### src/hw/rtl/multichannel_input_debouncer_top_assert.svh
// assertion macros used by the debouncer back end (mcid_back)
`ifndef MULTICHANNEL_INPUT_DEBOUNCER_TOP_ASSERT_SVH
`define MULTICHANNEL_INPUT_DEBOUNCER_TOP_ASSERT_SVH

// same-cycle implication
`define MCID_ASSERT_IMPLY(name, clk, rst, ante, cons) \
  name: assert property (@(posedge clk) disable iff (rst) (ante) |-> (cons)) \
    else $error("debouncer assertion failed");

// next-cycle implication
`define MCID_ASSERT_NEXT(name, clk, rst, ante, cons) \
  name: assert property (@(posedge clk) disable iff (rst) (ante) |=> (cons)) \
    else $error("debouncer assertion failed");

`endif

### src/hw/rtl/mcid_pkg.sv
package mcid_pkg;

  localparam int NUM_CHANNELS = 64;
  localparam int CH_W         = 6;
  localparam int CH_IDX_W     = (NUM_CHANNELS > 1) ? $clog2(NUM_CHANNELS) : 1;

  localparam int MQ_DEPTH = 4;
  localparam int MQ_PTR_W = $clog2(MQ_DEPTH);
  localparam int MQ_CNT_W = $clog2(MQ_DEPTH + 1);

  localparam int OQ_DEPTH = 4;
  localparam int OQ_PTR_W = $clog2(OQ_DEPTH);
  localparam int OQ_CNT_W = $clog2(OQ_DEPTH + 1);

  localparam int PADDR_W = 6;
  localparam int PDATA_W = 64;

  localparam logic [9:0]  CENTER_RST = 10'd512;
  localparam logic [9:0]  DEAD_RST   = 10'd100;
  localparam logic [15:0] SETTLE_RST = 16'd50;
  localparam logic [63:0] ENABLE_RST = '1;
  localparam logic [63:0] MANUAL_RST = '0;

  typedef enum logic [2:0] {
    REG_CENTER    = 3'd0,
    REG_DEAD_BAND = 3'd1,
    REG_SETTLE    = 3'd2,
    REG_ENABLE    = 3'd3,
    REG_MANUAL    = 3'd4
  } reg_idx_t;

  typedef enum logic [1:0] {
    KIND_DIGITAL = 2'd0,
    KIND_LOW     = 2'd1,
    KIND_HIGH    = 2'd2
  } kind_t;

  typedef struct packed {
    logic [CH_W-1:0] channel;
    logic [1:0]      sample_kind;
    logic [9:0]      raw_value;
    logic [31:0]     time_ms;
  } sample_t;

  typedef struct packed {
    logic [CH_W-1:0] event_channel;
    logic            is_manual;
    logic            new_level;
  } report_t;

  typedef struct packed {
    logic [9:0]  center_value;
    logic [9:0]  dead_band;
    logic [15:0] settle_ms;
    logic [63:0] enable_mask;
    logic [63:0] manual_mask;
  } cfg_t;

  // classified word handed from front to back
  typedef struct packed {
    logic [CH_W-1:0] ch;
    logic            lvl;
    logic            manual;
    logic [31:0]     time_ms;
  } cls_t;

  // per-channel debounce state
  typedef struct packed {
    logic        stable;
    logic        cand;
    logic [31:0] stamp;
  } chan_state_t;

endpackage

### src/hw/rtl/multichannel_input_debouncer_top.sv
// multichannel time-window debouncer: each word pushed in is one timestamped
// sample of one channel (digital pulled-up pin, or joystick adc low / high side
// against center_value -/+ dead_band); a channel's stable level changes, and a
// report word is queued, once its new level has held strictly longer than
// settle_ms (elapsed time taken modulo 2^32, so timestamp wrap is fine).
// samples of disabled channels and of the unused kind are dropped silently.
// throughput is one sample word per clock while the report queue is not full,
// sustained, same channel back to back included; the update stage writes each
// report into the result queue. the rate is set by the single read port of the
// 64-entry channel state memory, read in the read stage and written back by the
// update stage, with the last write forwarded. reset clears all channel state
// at once through per-entry valid bits, so no clearing pass is needed. config
// registers sit on the apb port at byte address 8*i: center_value, dead_band,
// settle_ms, enable_mask, manual_mask; write them only while the block is idle.
module multichannel_input_debouncer_top (
  input  logic                          clk,
  input  logic                          rst,
  // apb config port
  input  logic                          psel,
  input  logic                          penable,
  input  logic                          pwrite,
  input  logic [mcid_pkg::PADDR_W-1:0]  paddr,
  input  logic [mcid_pkg::PDATA_W-1:0]  pwdata,
  output logic [mcid_pkg::PDATA_W-1:0]  prdata,
  output logic                          pready,
  // sample side
  input  logic                          push,
  input  mcid_pkg::sample_t             sample,
  output logic                          full,
  // report side
  output logic                          empty,
  input  logic                          pop,
  output mcid_pkg::report_t             report
);

  mcid_pkg::cfg_t cfg;
  logic [2:0]     reg_sel;
  logic           cfg_wr;

  logic           mq_push;
  logic           mq_pop;
  logic           mq_full;
  logic           mq_empty;
  mcid_pkg::cls_t cls;
  mcid_pkg::cls_t mq_head;

  // register file, pready tied high so a write lands in the access cycle
  assign pready  = 1'b1;
  assign reg_sel = paddr[5:3];
  assign cfg_wr  = psel && penable && pwrite;

  always_ff @(posedge clk) begin
    if (rst) begin
      cfg.center_value <= mcid_pkg::CENTER_RST;
      cfg.dead_band    <= mcid_pkg::DEAD_RST;
      cfg.settle_ms    <= mcid_pkg::SETTLE_RST;
      cfg.enable_mask  <= mcid_pkg::ENABLE_RST;
      cfg.manual_mask  <= mcid_pkg::MANUAL_RST;
    end else if (cfg_wr) begin
      unique case (reg_sel)
        mcid_pkg::REG_CENTER:    cfg.center_value <= pwdata[9:0];
        mcid_pkg::REG_DEAD_BAND: cfg.dead_band    <= pwdata[9:0];
        mcid_pkg::REG_SETTLE:    cfg.settle_ms    <= pwdata[15:0];
        mcid_pkg::REG_ENABLE:    cfg.enable_mask  <= pwdata;
        mcid_pkg::REG_MANUAL:    cfg.manual_mask  <= pwdata;
        default: ;  // unmapped index, write dropped
      endcase
    end
  end

  // readback
  always_comb begin
    unique case (reg_sel)
      mcid_pkg::REG_CENTER:    prdata = mcid_pkg::PDATA_W'(cfg.center_value);
      mcid_pkg::REG_DEAD_BAND: prdata = mcid_pkg::PDATA_W'(cfg.dead_band);
      mcid_pkg::REG_SETTLE:    prdata = mcid_pkg::PDATA_W'(cfg.settle_ms);
      mcid_pkg::REG_ENABLE:    prdata = cfg.enable_mask;
      mcid_pkg::REG_MANUAL:    prdata = cfg.manual_mask;
      default:                 prdata = '0;
    endcase
  end

  // front: classify the sample into a level, drop ignored words
  mcid_front u_front (
    .push    (push),
    .sample  (sample),
    .cfg     (cfg),
    .mq_full (mq_full),
    .full    (full),
    .mq_push (mq_push),
    .cls     (cls)
  );

  // short queue so front and back stall independently
  mcid_queue u_queue (
    .clk   (clk),
    .rst   (rst),
    .wr_en (mq_push),
    .wdata (cls),
    .rd_en (mq_pop),
    .full  (mq_full),
    .empty (mq_empty),
    .head  (mq_head)
  );

  // back: per-channel state read-modify-write and report queue
  mcid_back u_back (
    .clk       (clk),
    .rst       (rst),
    .mq_empty  (mq_empty),
    .mq_head   (mq_head),
    .mq_pop    (mq_pop),
    .settle_ms (cfg.settle_ms),
    .pop       (pop),
    .empty     (empty),
    .report    (report)
  );

endmodule

### src/hw/rtl/mcid_front.sv
module mcid_front (
  input  logic              push,
  input  mcid_pkg::sample_t sample,
  input  mcid_pkg::cfg_t    cfg,
  input  logic              mq_full,
  output logic              full,
  output logic              mq_push,
  output mcid_pkg::cls_t    cls
);

  logic ch_ok;
  logic kind_ok;
  logic lvl;
  logic keep;

  // channel range check, level decode per sample kind
  always_comb begin
    ch_ok   = ({1'b0, sample.channel} < (mcid_pkg::CH_W + 1)'(mcid_pkg::NUM_CHANNELS));
    kind_ok = 1'b1;
    lvl     = 1'b0;
    unique case (sample.sample_kind)
      mcid_pkg::KIND_DIGITAL: lvl = ~sample.raw_value[0];
      mcid_pkg::KIND_LOW: begin
        lvl = (({1'b0, sample.raw_value} + {1'b0, cfg.dead_band}) < {1'b0, cfg.center_value});
      end
      mcid_pkg::KIND_HIGH: begin
        lvl = ({1'b0, sample.raw_value} > ({1'b0, cfg.center_value} + {1'b0, cfg.dead_band}));
      end
      default: kind_ok = 1'b0;
    endcase
  end

  assign keep        = ch_ok && kind_ok && cfg.enable_mask[sample.channel];
  assign full        = mq_full;
  assign mq_push     = push && !mq_full && keep;
  assign cls.ch      = sample.channel;
  assign cls.lvl     = lvl;
  assign cls.manual  = cfg.manual_mask[sample.channel];
  assign cls.time_ms = sample.time_ms;

endmodule

### src/hw/rtl/mcid_queue.sv
module mcid_queue (
  input  logic           clk,
  input  logic           rst,
  input  logic           wr_en,
  input  mcid_pkg::cls_t wdata,
  input  logic           rd_en,
  output logic           full,
  output logic           empty,
  output mcid_pkg::cls_t head
);

  mcid_pkg::cls_t                  slots [mcid_pkg::MQ_DEPTH];
  logic [mcid_pkg::MQ_PTR_W-1:0]   wp;
  logic [mcid_pkg::MQ_PTR_W-1:0]   rp;
  logic [mcid_pkg::MQ_CNT_W-1:0]   cnt;
  logic                            do_wr;
  logic                            do_rd;

  assign full  = (cnt == mcid_pkg::MQ_CNT_W'(mcid_pkg::MQ_DEPTH));
  assign empty = (cnt == '0);
  assign do_wr = wr_en && !full;
  assign do_rd = rd_en && !empty;
  assign head  = slots[rp];

  always_ff @(posedge clk) begin
    if (do_wr) begin
      slots[wp] <= wdata;
    end
  end

  always_ff @(posedge clk) begin
    if (rst) begin
      wp  <= '0;
      rp  <= '0;
      cnt <= '0;
    end else begin
      if (do_wr) begin
        wp <= wp + 1'b1;
      end
      if (do_rd) begin
        rp <= rp + 1'b1;
      end
      if (do_wr && !do_rd) begin
        cnt <= cnt + 1'b1;
      end else if (do_rd && !do_wr) begin
        cnt <= cnt - 1'b1;
      end
    end
  end

endmodule

### src/hw/rtl/mcid_back.sv
`include "multichannel_input_debouncer_top_assert.svh"

module mcid_back (
  input  logic              clk,
  input  logic              rst,
  input  logic              mq_empty,
  input  mcid_pkg::cls_t    mq_head,
  output logic              mq_pop,
  input  logic [15:0]       settle_ms,
  input  logic              pop,
  output logic              empty,
  output mcid_pkg::report_t report
);

  // channel state memory, valid bits stand in for the reset value
  mcid_pkg::chan_state_t         st_mem [mcid_pkg::NUM_CHANNELS];
  logic [mcid_pkg::NUM_CHANNELS-1:0] st_vld;

  mcid_pkg::chan_state_t         rd_word;
  logic                          rd_vld;

  logic                          s2_vld;
  mcid_pkg::cls_t                s2;

  // last write, forwarded to a word read at the same edge
  logic                          lw_vld;
  logic [mcid_pkg::CH_W-1:0]     lw_ch;
  mcid_pkg::chan_state_t         lw_state;

  mcid_pkg::chan_state_t         cur;
  mcid_pkg::chan_state_t         nxt;
  logic                          cand_chg;
  logic [31:0]                   elapsed;
  logic                          fire;
  logic                          advance;
  logic                          wr_en;
  logic                          oq_push;
  logic                          oq_pop;
  logic                          oq_full;

  mcid_pkg::report_t             oq [mcid_pkg::OQ_DEPTH];
  logic [mcid_pkg::OQ_PTR_W-1:0] oq_wp;
  logic [mcid_pkg::OQ_PTR_W-1:0] oq_rp;
  logic [mcid_pkg::OQ_CNT_W-1:0] oq_cnt;

  assign oq_full = (oq_cnt == mcid_pkg::OQ_CNT_W'(mcid_pkg::OQ_DEPTH));
  assign advance = !oq_full;
  assign mq_pop  = advance && !mq_empty;
  assign wr_en   = s2_vld && advance;

  // read stage
  always_ff @(posedge clk) begin
    if (rst) begin
      s2_vld <= 1'b0;
    end else if (advance) begin
      s2_vld <= !mq_empty;
    end
  end

  always_ff @(posedge clk) begin
    if (advance) begin
      s2      <= mq_head;
      rd_word <= st_mem[mq_head.ch[mcid_pkg::CH_IDX_W-1:0]];
      rd_vld  <= st_vld[mq_head.ch[mcid_pkg::CH_IDX_W-1:0]];
    end
  end

  // update stage
  always_comb begin
    if (lw_vld && (lw_ch == s2.ch)) begin
      cur = lw_state;
    end else if (rd_vld) begin
      cur = rd_word;
    end else begin
      cur = '0;
    end
    cand_chg   = (s2.lvl != cur.cand);
    elapsed    = s2.time_ms - cur.stamp;
    fire       = !cand_chg && (cur.cand != cur.stable) && (elapsed > {16'b0, settle_ms});
    nxt.cand   = s2.lvl;
    nxt.stamp  = cand_chg ? s2.time_ms : cur.stamp;
    nxt.stable = fire ? cur.cand : cur.stable;
  end

  assign oq_push = wr_en && fire;

  always_ff @(posedge clk) begin
    if (wr_en) begin
      st_mem[s2.ch[mcid_pkg::CH_IDX_W-1:0]] <= nxt;
    end
  end

  always_ff @(posedge clk) begin
    if (wr_en) begin
      lw_ch    <= s2.ch;
      lw_state <= nxt;
    end
  end

  always_ff @(posedge clk) begin
    if (rst) begin
      st_vld <= '0;
      lw_vld <= 1'b0;
    end else if (wr_en) begin
      st_vld[s2.ch[mcid_pkg::CH_IDX_W-1:0]] <= 1'b1;
      lw_vld <= 1'b1;
    end
  end

  // result queue
  assign empty  = (oq_cnt == '0);
  assign oq_pop = pop && !empty;
  assign report = oq[oq_rp];

  always_ff @(posedge clk) begin
    if (oq_push) begin
      oq[oq_wp].event_channel <= s2.ch;
      oq[oq_wp].is_manual     <= s2.manual;
      oq[oq_wp].new_level     <= cur.cand;
    end
  end

  always_ff @(posedge clk) begin
    if (rst) begin
      oq_wp  <= '0;
      oq_rp  <= '0;
      oq_cnt <= '0;
    end else begin
      if (oq_push) begin
        oq_wp <= oq_wp + 1'b1;
      end
      if (oq_pop) begin
        oq_rp <= oq_rp + 1'b1;
      end
      if (oq_push && !oq_pop) begin
        oq_cnt <= oq_cnt + 1'b1;
      end else if (oq_pop && !oq_push) begin
        oq_cnt <= oq_cnt - 1'b1;
      end
    end
  end

  `MCID_ASSERT_NEXT(a_s2_hold, clk, rst, s2_vld && !advance, s2_vld && $stable(s2.ch))
  `MCID_ASSERT_NEXT(a_fire_sets_stable, clk, rst, oq_push, lw_vld && (lw_state.stable == $past(cur.cand)))
  `MCID_ASSERT_IMPLY(a_oq_bound, clk, rst, 1'b1, oq_cnt <= mcid_pkg::OQ_CNT_W'(mcid_pkg::OQ_DEPTH))
  `MCID_ASSERT_NEXT(a_oq_grow, clk, rst, oq_push && !oq_pop, oq_cnt == mcid_pkg::OQ_CNT_W'($past(oq_cnt) + 1'b1))

endmodule
### config.mk
export PLATFORM = sky130hd
export DESIGN_NAME = multichannel_input_debouncer_top
export DESIGN_NICKNAME = d
export VERILOG_FILES = /design/src/hw/rtl/mcid_pkg.sv /design/src/hw/rtl/multichannel_input_debouncer_top.sv /design/src/hw/rtl/mcid_front.sv /design/src/hw/rtl/mcid_queue.sv /design/src/hw/rtl/mcid_back.sv
export VERILOG_INCLUDE_DIRS = /design/src /design/src/hw/rtl
export SDC_FILE = /design/constraint.sdc
export NUM_CORES = 2
export LEC_CHECK = 0
export BUFFER_PORTS_ARGS = -buffer_cell sky130_fd_sc_hd__buf_2
export CAP_MARGIN = 25
export CORE_MARGIN = 3
export CORE_UTILIZATION = 60
export CTS_BUF_LIST = sky130_fd_sc_hd__clkbuf_8
export DETAILED_ROUTE_END_ITERATION = 16
export PLACE_DENSITY = 0.8
export SLEW_MARGIN = 15
export SYNTH_ARGS = -nofsm -noshare
export SYNTH_HDL_FRONTEND = slang
export SYNTH_SLANG_ARGS = --single-unit
### constraint.sdc
create_clock -name clk -period 11.7 [get_ports clk]
set_input_delay 1.755 -clock clk [delete_from_list [all_inputs] [get_ports clk]]
set_output_delay 1.755 -clock clk [all_outputs]
set_load 0.01 [all_outputs]
==> summary by stage <==
Worst setup path
The kind of start point of the critical path is a register. Setup slack on the worst reg-to-reg path comes out at 3.34 ns. The critical path in this run is classified as reg2reg.

The largest driver fanout on the critical path is 65. The data required time of the worst path is 12.46 ns. The startpoint identified for the worst register-to-register timing path is u_back.s2[38]. The data arrival time at the worst-slack endpoint is 9.12 ns. The endpoint identified for the worst register-to-register timing path is u_back.st_mem[48][33]. On the worst path, the slowest cell contributes a delay of 0.83 ns. STA classifies the critical path endpoint as a register.

Counting cells, the worst reg-to-reg path comes to 28. The highest-delay cell along the critical path is sky130_fd_sc_hd__and3_1.

Synthesis
For this run, the leading register cell type out of synthesis is sky130_fd_sc_hd__edfxtp_1. The commonest cells after synthesis are sky130_fd_sc_hd__edfxtp_1, sky130_fd_sc_hd__mux4_2, sky130_fd_sc_hd__nand2_1, sky130_fd_sc_hd__nor2_1, sky130_fd_sc_hd__clkbuf_1. The post-synthesis area per instance is 19.15 µm². The share of the synthesized area in the top cell type is 68.01%.

Yosys printed 0 warnings. The post-synthesis instance area is 109600 µm². The register area share after synthesis is 72.54%.

Counting flops and latches in the post-synthesis netlist gives 2731. Synthesis handed over a netlist of 5725 instances. The count of different cell masters after synthesis is 92. The most common cell in the netlist is sky130_fd_sc_hd__edfxtp_1. The cell type contributing the most total cell area after synthesis is sky130_fd_sc_hd__edfxtp_1. After synthesis, the cell types taking the most area are sky130_fd_sc_hd__edfxtp_1, sky130_fd_sc_hd__mux4_2, sky130_fd_sc_hd__dfxtp_1, sky130_fd_sc_hd__nand2_1, sky130_fd_sc_hd__nor2_1.

Synthesis produced a netlist with a net count of 5942. The count of flip-flops with a built-in enable after synthesis is 2483. Counting flops with an async set or reset pin after synthesis yields a share of 0%.

Floorplan
The die area is 187900 µm². In this run the count of I/O pins placed on the die edge is 202. The number of placement rows is 156. Once the floorplan was initialized, standard cells occupied 60.52% of the core.

The core box area is 181100 µm². Measured along the x axis, the die boundary spans 433.4 µm. The floorplan step set the die height to 433.4 µm.

Timing
Setup violations remaining at the end of the flow were counted as 0. The worst relative slew slack is 14.21%. The final period utilization is 71.42%. At the pin with the least slew margin, the transition time is 1.287 ns. The time the final worst path needs with I/O delays and setup is 8.356 ns. The count of final max-slew check failures is 0. The number of hold-slack violations in the final timing report is 0. The summed negative setup slack over all endpoints is 0 ns. On the final layout, the worst clock skew is 0.06270 ns. The highest attainable clock frequency is 119.7 MHz. Setup repair after global routing left no endpoint under its margin.

Placement
The number of placed instances, taps included is 8111. In this run the cell area measured after placement is 114400 µm². The placer congestion estimate is 0.9042. The post-detailed-placement half-perimeter wirelength is 151.9 mm.

Buffers placed on the I/O ports in this run total 197.

Drt
The violation count after the first detailed-route iteration is 7702. After detailed routing, the number of remaining DRC violations is 0. The first detailed-routing pass ran for 7 iterations. After detailed routing, the average wire length per cell comes to 30.63 µm.

Summing over every cut layer, the via total after detailed routing is 58920. The remaining antenna violation count after routing is 0. Wires add up to 271.9 mm.

The average via count per standard cell is 6.637.

Final layout
The final cell utilization of the core is 67.45%. The net count reported at finish is 6384. The final instance area is 122200 µm². The growth of design area from synthesis to finish is 11.45%. The final instance count without filler cells is 8878. The layout cell share with drive strength beyond 1 is 28.00%.

Hold path
In this run the most critical hold path is launched from cfg[137]. The worst hold path belongs to the class reg2reg. The instance count along the most critical hold path is 2. The path with the worst hold slack has its endpoint at cfg[137].

CTS
The tree is rooted in a sky130_fd_sc_hd__clkbuf_8. The post-CTS resize count is 0. In this run, post-CTS hold repair placed 0 buffers. The latest clock arrival within the worst-skew pair is 1.07 ns.

TritonCTS built the clock tree. The H-tree level count is 5. The number of clock buffers added by TritonCTS is 419. The maximum number of buffers from clock root to sink is 4. The total number of clock tree sinks is 2731. The register clock-pin slew on the reported worst setup and hold paths is 0.06 ns. The buffers inserted during post-CTS setup optimization is 0.

GRT
The global routing usage on met2 is 46.23%. The number of global-route vias before repair was 59020. In the global route stage, met3 resource usage came out at 6.369%.

The number of antenna violations at the first check in global routing is 19. In the global route stage, met1 resource usage came out at 39.81%. Entering global routing, the biggest net connects 148 pins. The first-pass GRT wire length is 394.1 mm. The most used routing layer in global routing is met2. The total routing resource utilization after global routing is 29.17%. Summed over all layers, the global routing overflow is 0.

Pwr
Across the VDD grid, the largest voltage drop is 0.3814 mV. The leakage power summed over all cells is 40.22 nW. The power density of the placed cells is 259.4 nW/µm².

Run
The tool flagged a number of max-cap violations equal to 0.

Outcome
The run finished with clean final reports.
## through the flow
stage	hold slack (ns)	setup WS (ns)	power (mW)
after floorplan	0.4348	4.068	20.47
after global placement	0.4437	3.281	24.16
after detailed placement	0.4489	3.517	24.56
after CTS	0.4574	3.484	31.71
after global routing	0.4714	2.733	32.88
final	0.4560	3.344	31.69
## metal layers
| layer | vias to the layer above | part of all wire [%] |
|---|---|---|
| met3 | 610 | 11 |
| met4 | 8 | 4.5 |
| li1 | 24170 | - |
| met5 | - | 0.020 |
| met2 | 3861 | 48 |
| met1 | 30270 | 36 |
## flip-flops by register name, summed over array words and instances, names as in the netlist, named ones only
| signal | cells |
|---|---|
| u_back.st_mem | 2176 |
| cfg | 164 |
| u_queue.slots | 160 |
| u_back.st_vld | 64 |
| u_back.s2 | 39 |
| u_back.lw_state | 34 |
| u_back.rd_word | 34 |
| u_back.oq | 32 |
| u_back.lw_ch | 6 |
| u_back.oq_cnt | 3 |
| u_queue.cnt | 3 |
| u_back.oq_rp | 2 |
| u_back.oq_wp | 2 |
| u_queue.rp | 2 |
| u_queue.wp | 2 |
| u_back.lw_vld | 1 |
| u_back.nxt | 1 |
| u_back.rd_vld | 1 |
| u_back.s2_vld | 1 |
## power breakdown
part	internal, mW	switching (mW)	leakage (nW)	total, mW
logic	3.64	7.01	11.1	10.7
registers	13.5	0.312	24.7	13.8
clock network	3.67	3.53	4.48	7.21
total	20.8	10.9	40.2	31.7
## cell usage in the layout (no fill, tap or decap), drive strengths merged, types with 5 or more instances in the layout
master / netlist / routed
edfxtp: 2483 / 2483
mux4: 790 / 790
clkbuf: 253 / 446
nand2: 443 / 443
buf: 77 / 351
nor2: 318 / 318
dfxtp: 248 / 248
inv: 59 / 228
a21oi: 210 / 210
clkinv: 0 / 116
o21ai: 94 / 94
ha: 86 / 86
nand3b: 60 / 60
mux2i: 57 / 57
a22o: 50 / 50
nand3: 49 / 49
mux2: 38 / 38
xnor2: 37 / 37
nor2b: 34 / 34
nand4: 27 / 27
and3: 26 / 26
and2: 23 / 23
o211ai: 22 / 22
a22oi: 21 / 21
o22ai: 21 / 21
nor3: 20 / 20
diode: 0 / 16
xor2: 15 / 15
nand2b: 14 / 14
o21bai: 14 / 14
o21a: 14 / 14
a211o: 11 / 11
a21o: 10 / 10
a31oi: 10 / 10
bufinv: 0 / 8
nor4: 8 / 8
or3: 7 / 7
clkinvlp: 0 / 7
maj3: 5 / 5
## critical path: cells and delay by family, from the launching register on
| family | cells | cell delay [ns] |
|---|---|---|
| simple gates | 13 | 3.12 |
| buf+inv | 2 | 0.80 |
| fa+ha+maj | 2 | 0.67 |
| compound gates | 9 | 2.36 |
| flops | 1 | 0.59 |
| xor+xnor | 2 | 0.42 |
## cell type report
cell class              instances  area (µm²)
diodes                         16       40.04
repair buffers                351        2376
inverters                      59       221.5
multi-input cells            2605       29490
fillers                     10920       58960
well taps                    2370        2965
clock inverters               300        1420
clock buffers                 446        6138
flip-flops and latches       2731       79530
## worst max path at each step
stage               depth (start not counted)           from  slack [ns]                    end
CTS                                        28  u_back.s2[38]        3.48  u_back.st_mem[49][33]
global placement                           26  u_back.s2[38]        3.28  u_back.st_mem[30][33]
global route                               28  u_back.s2[38]        2.73  u_back.st_mem[49][33]
detailed placement                         28  u_back.s2[38]        3.52  u_back.st_mem[29][33]
finish                                     28  u_back.s2[38]        3.34  u_back.st_mem[48][33]
floorplan                                  31  u_back.s2[39]        4.07    u_back.lw_state[33]
## logic make-up (layout without fill, tap and decap cells)
kind of cell             Yosys count  count (layout)  synth area share, %
flip-flops                      2731            2731                72.54
AND/OR/NAND/NOR                 1052            1052                4.354
multiplexers                     885             885                17.14
AO/OA/AOI/OAI                    520             520                3.066
buffers and inverters            389            1156                1.370
adder cells (fa/ha/maj)           95              95                1.100
XOR/XNOR                          52              52               0.4223
other                              1              17             0.003421
(Power assumes the default switching activity.)
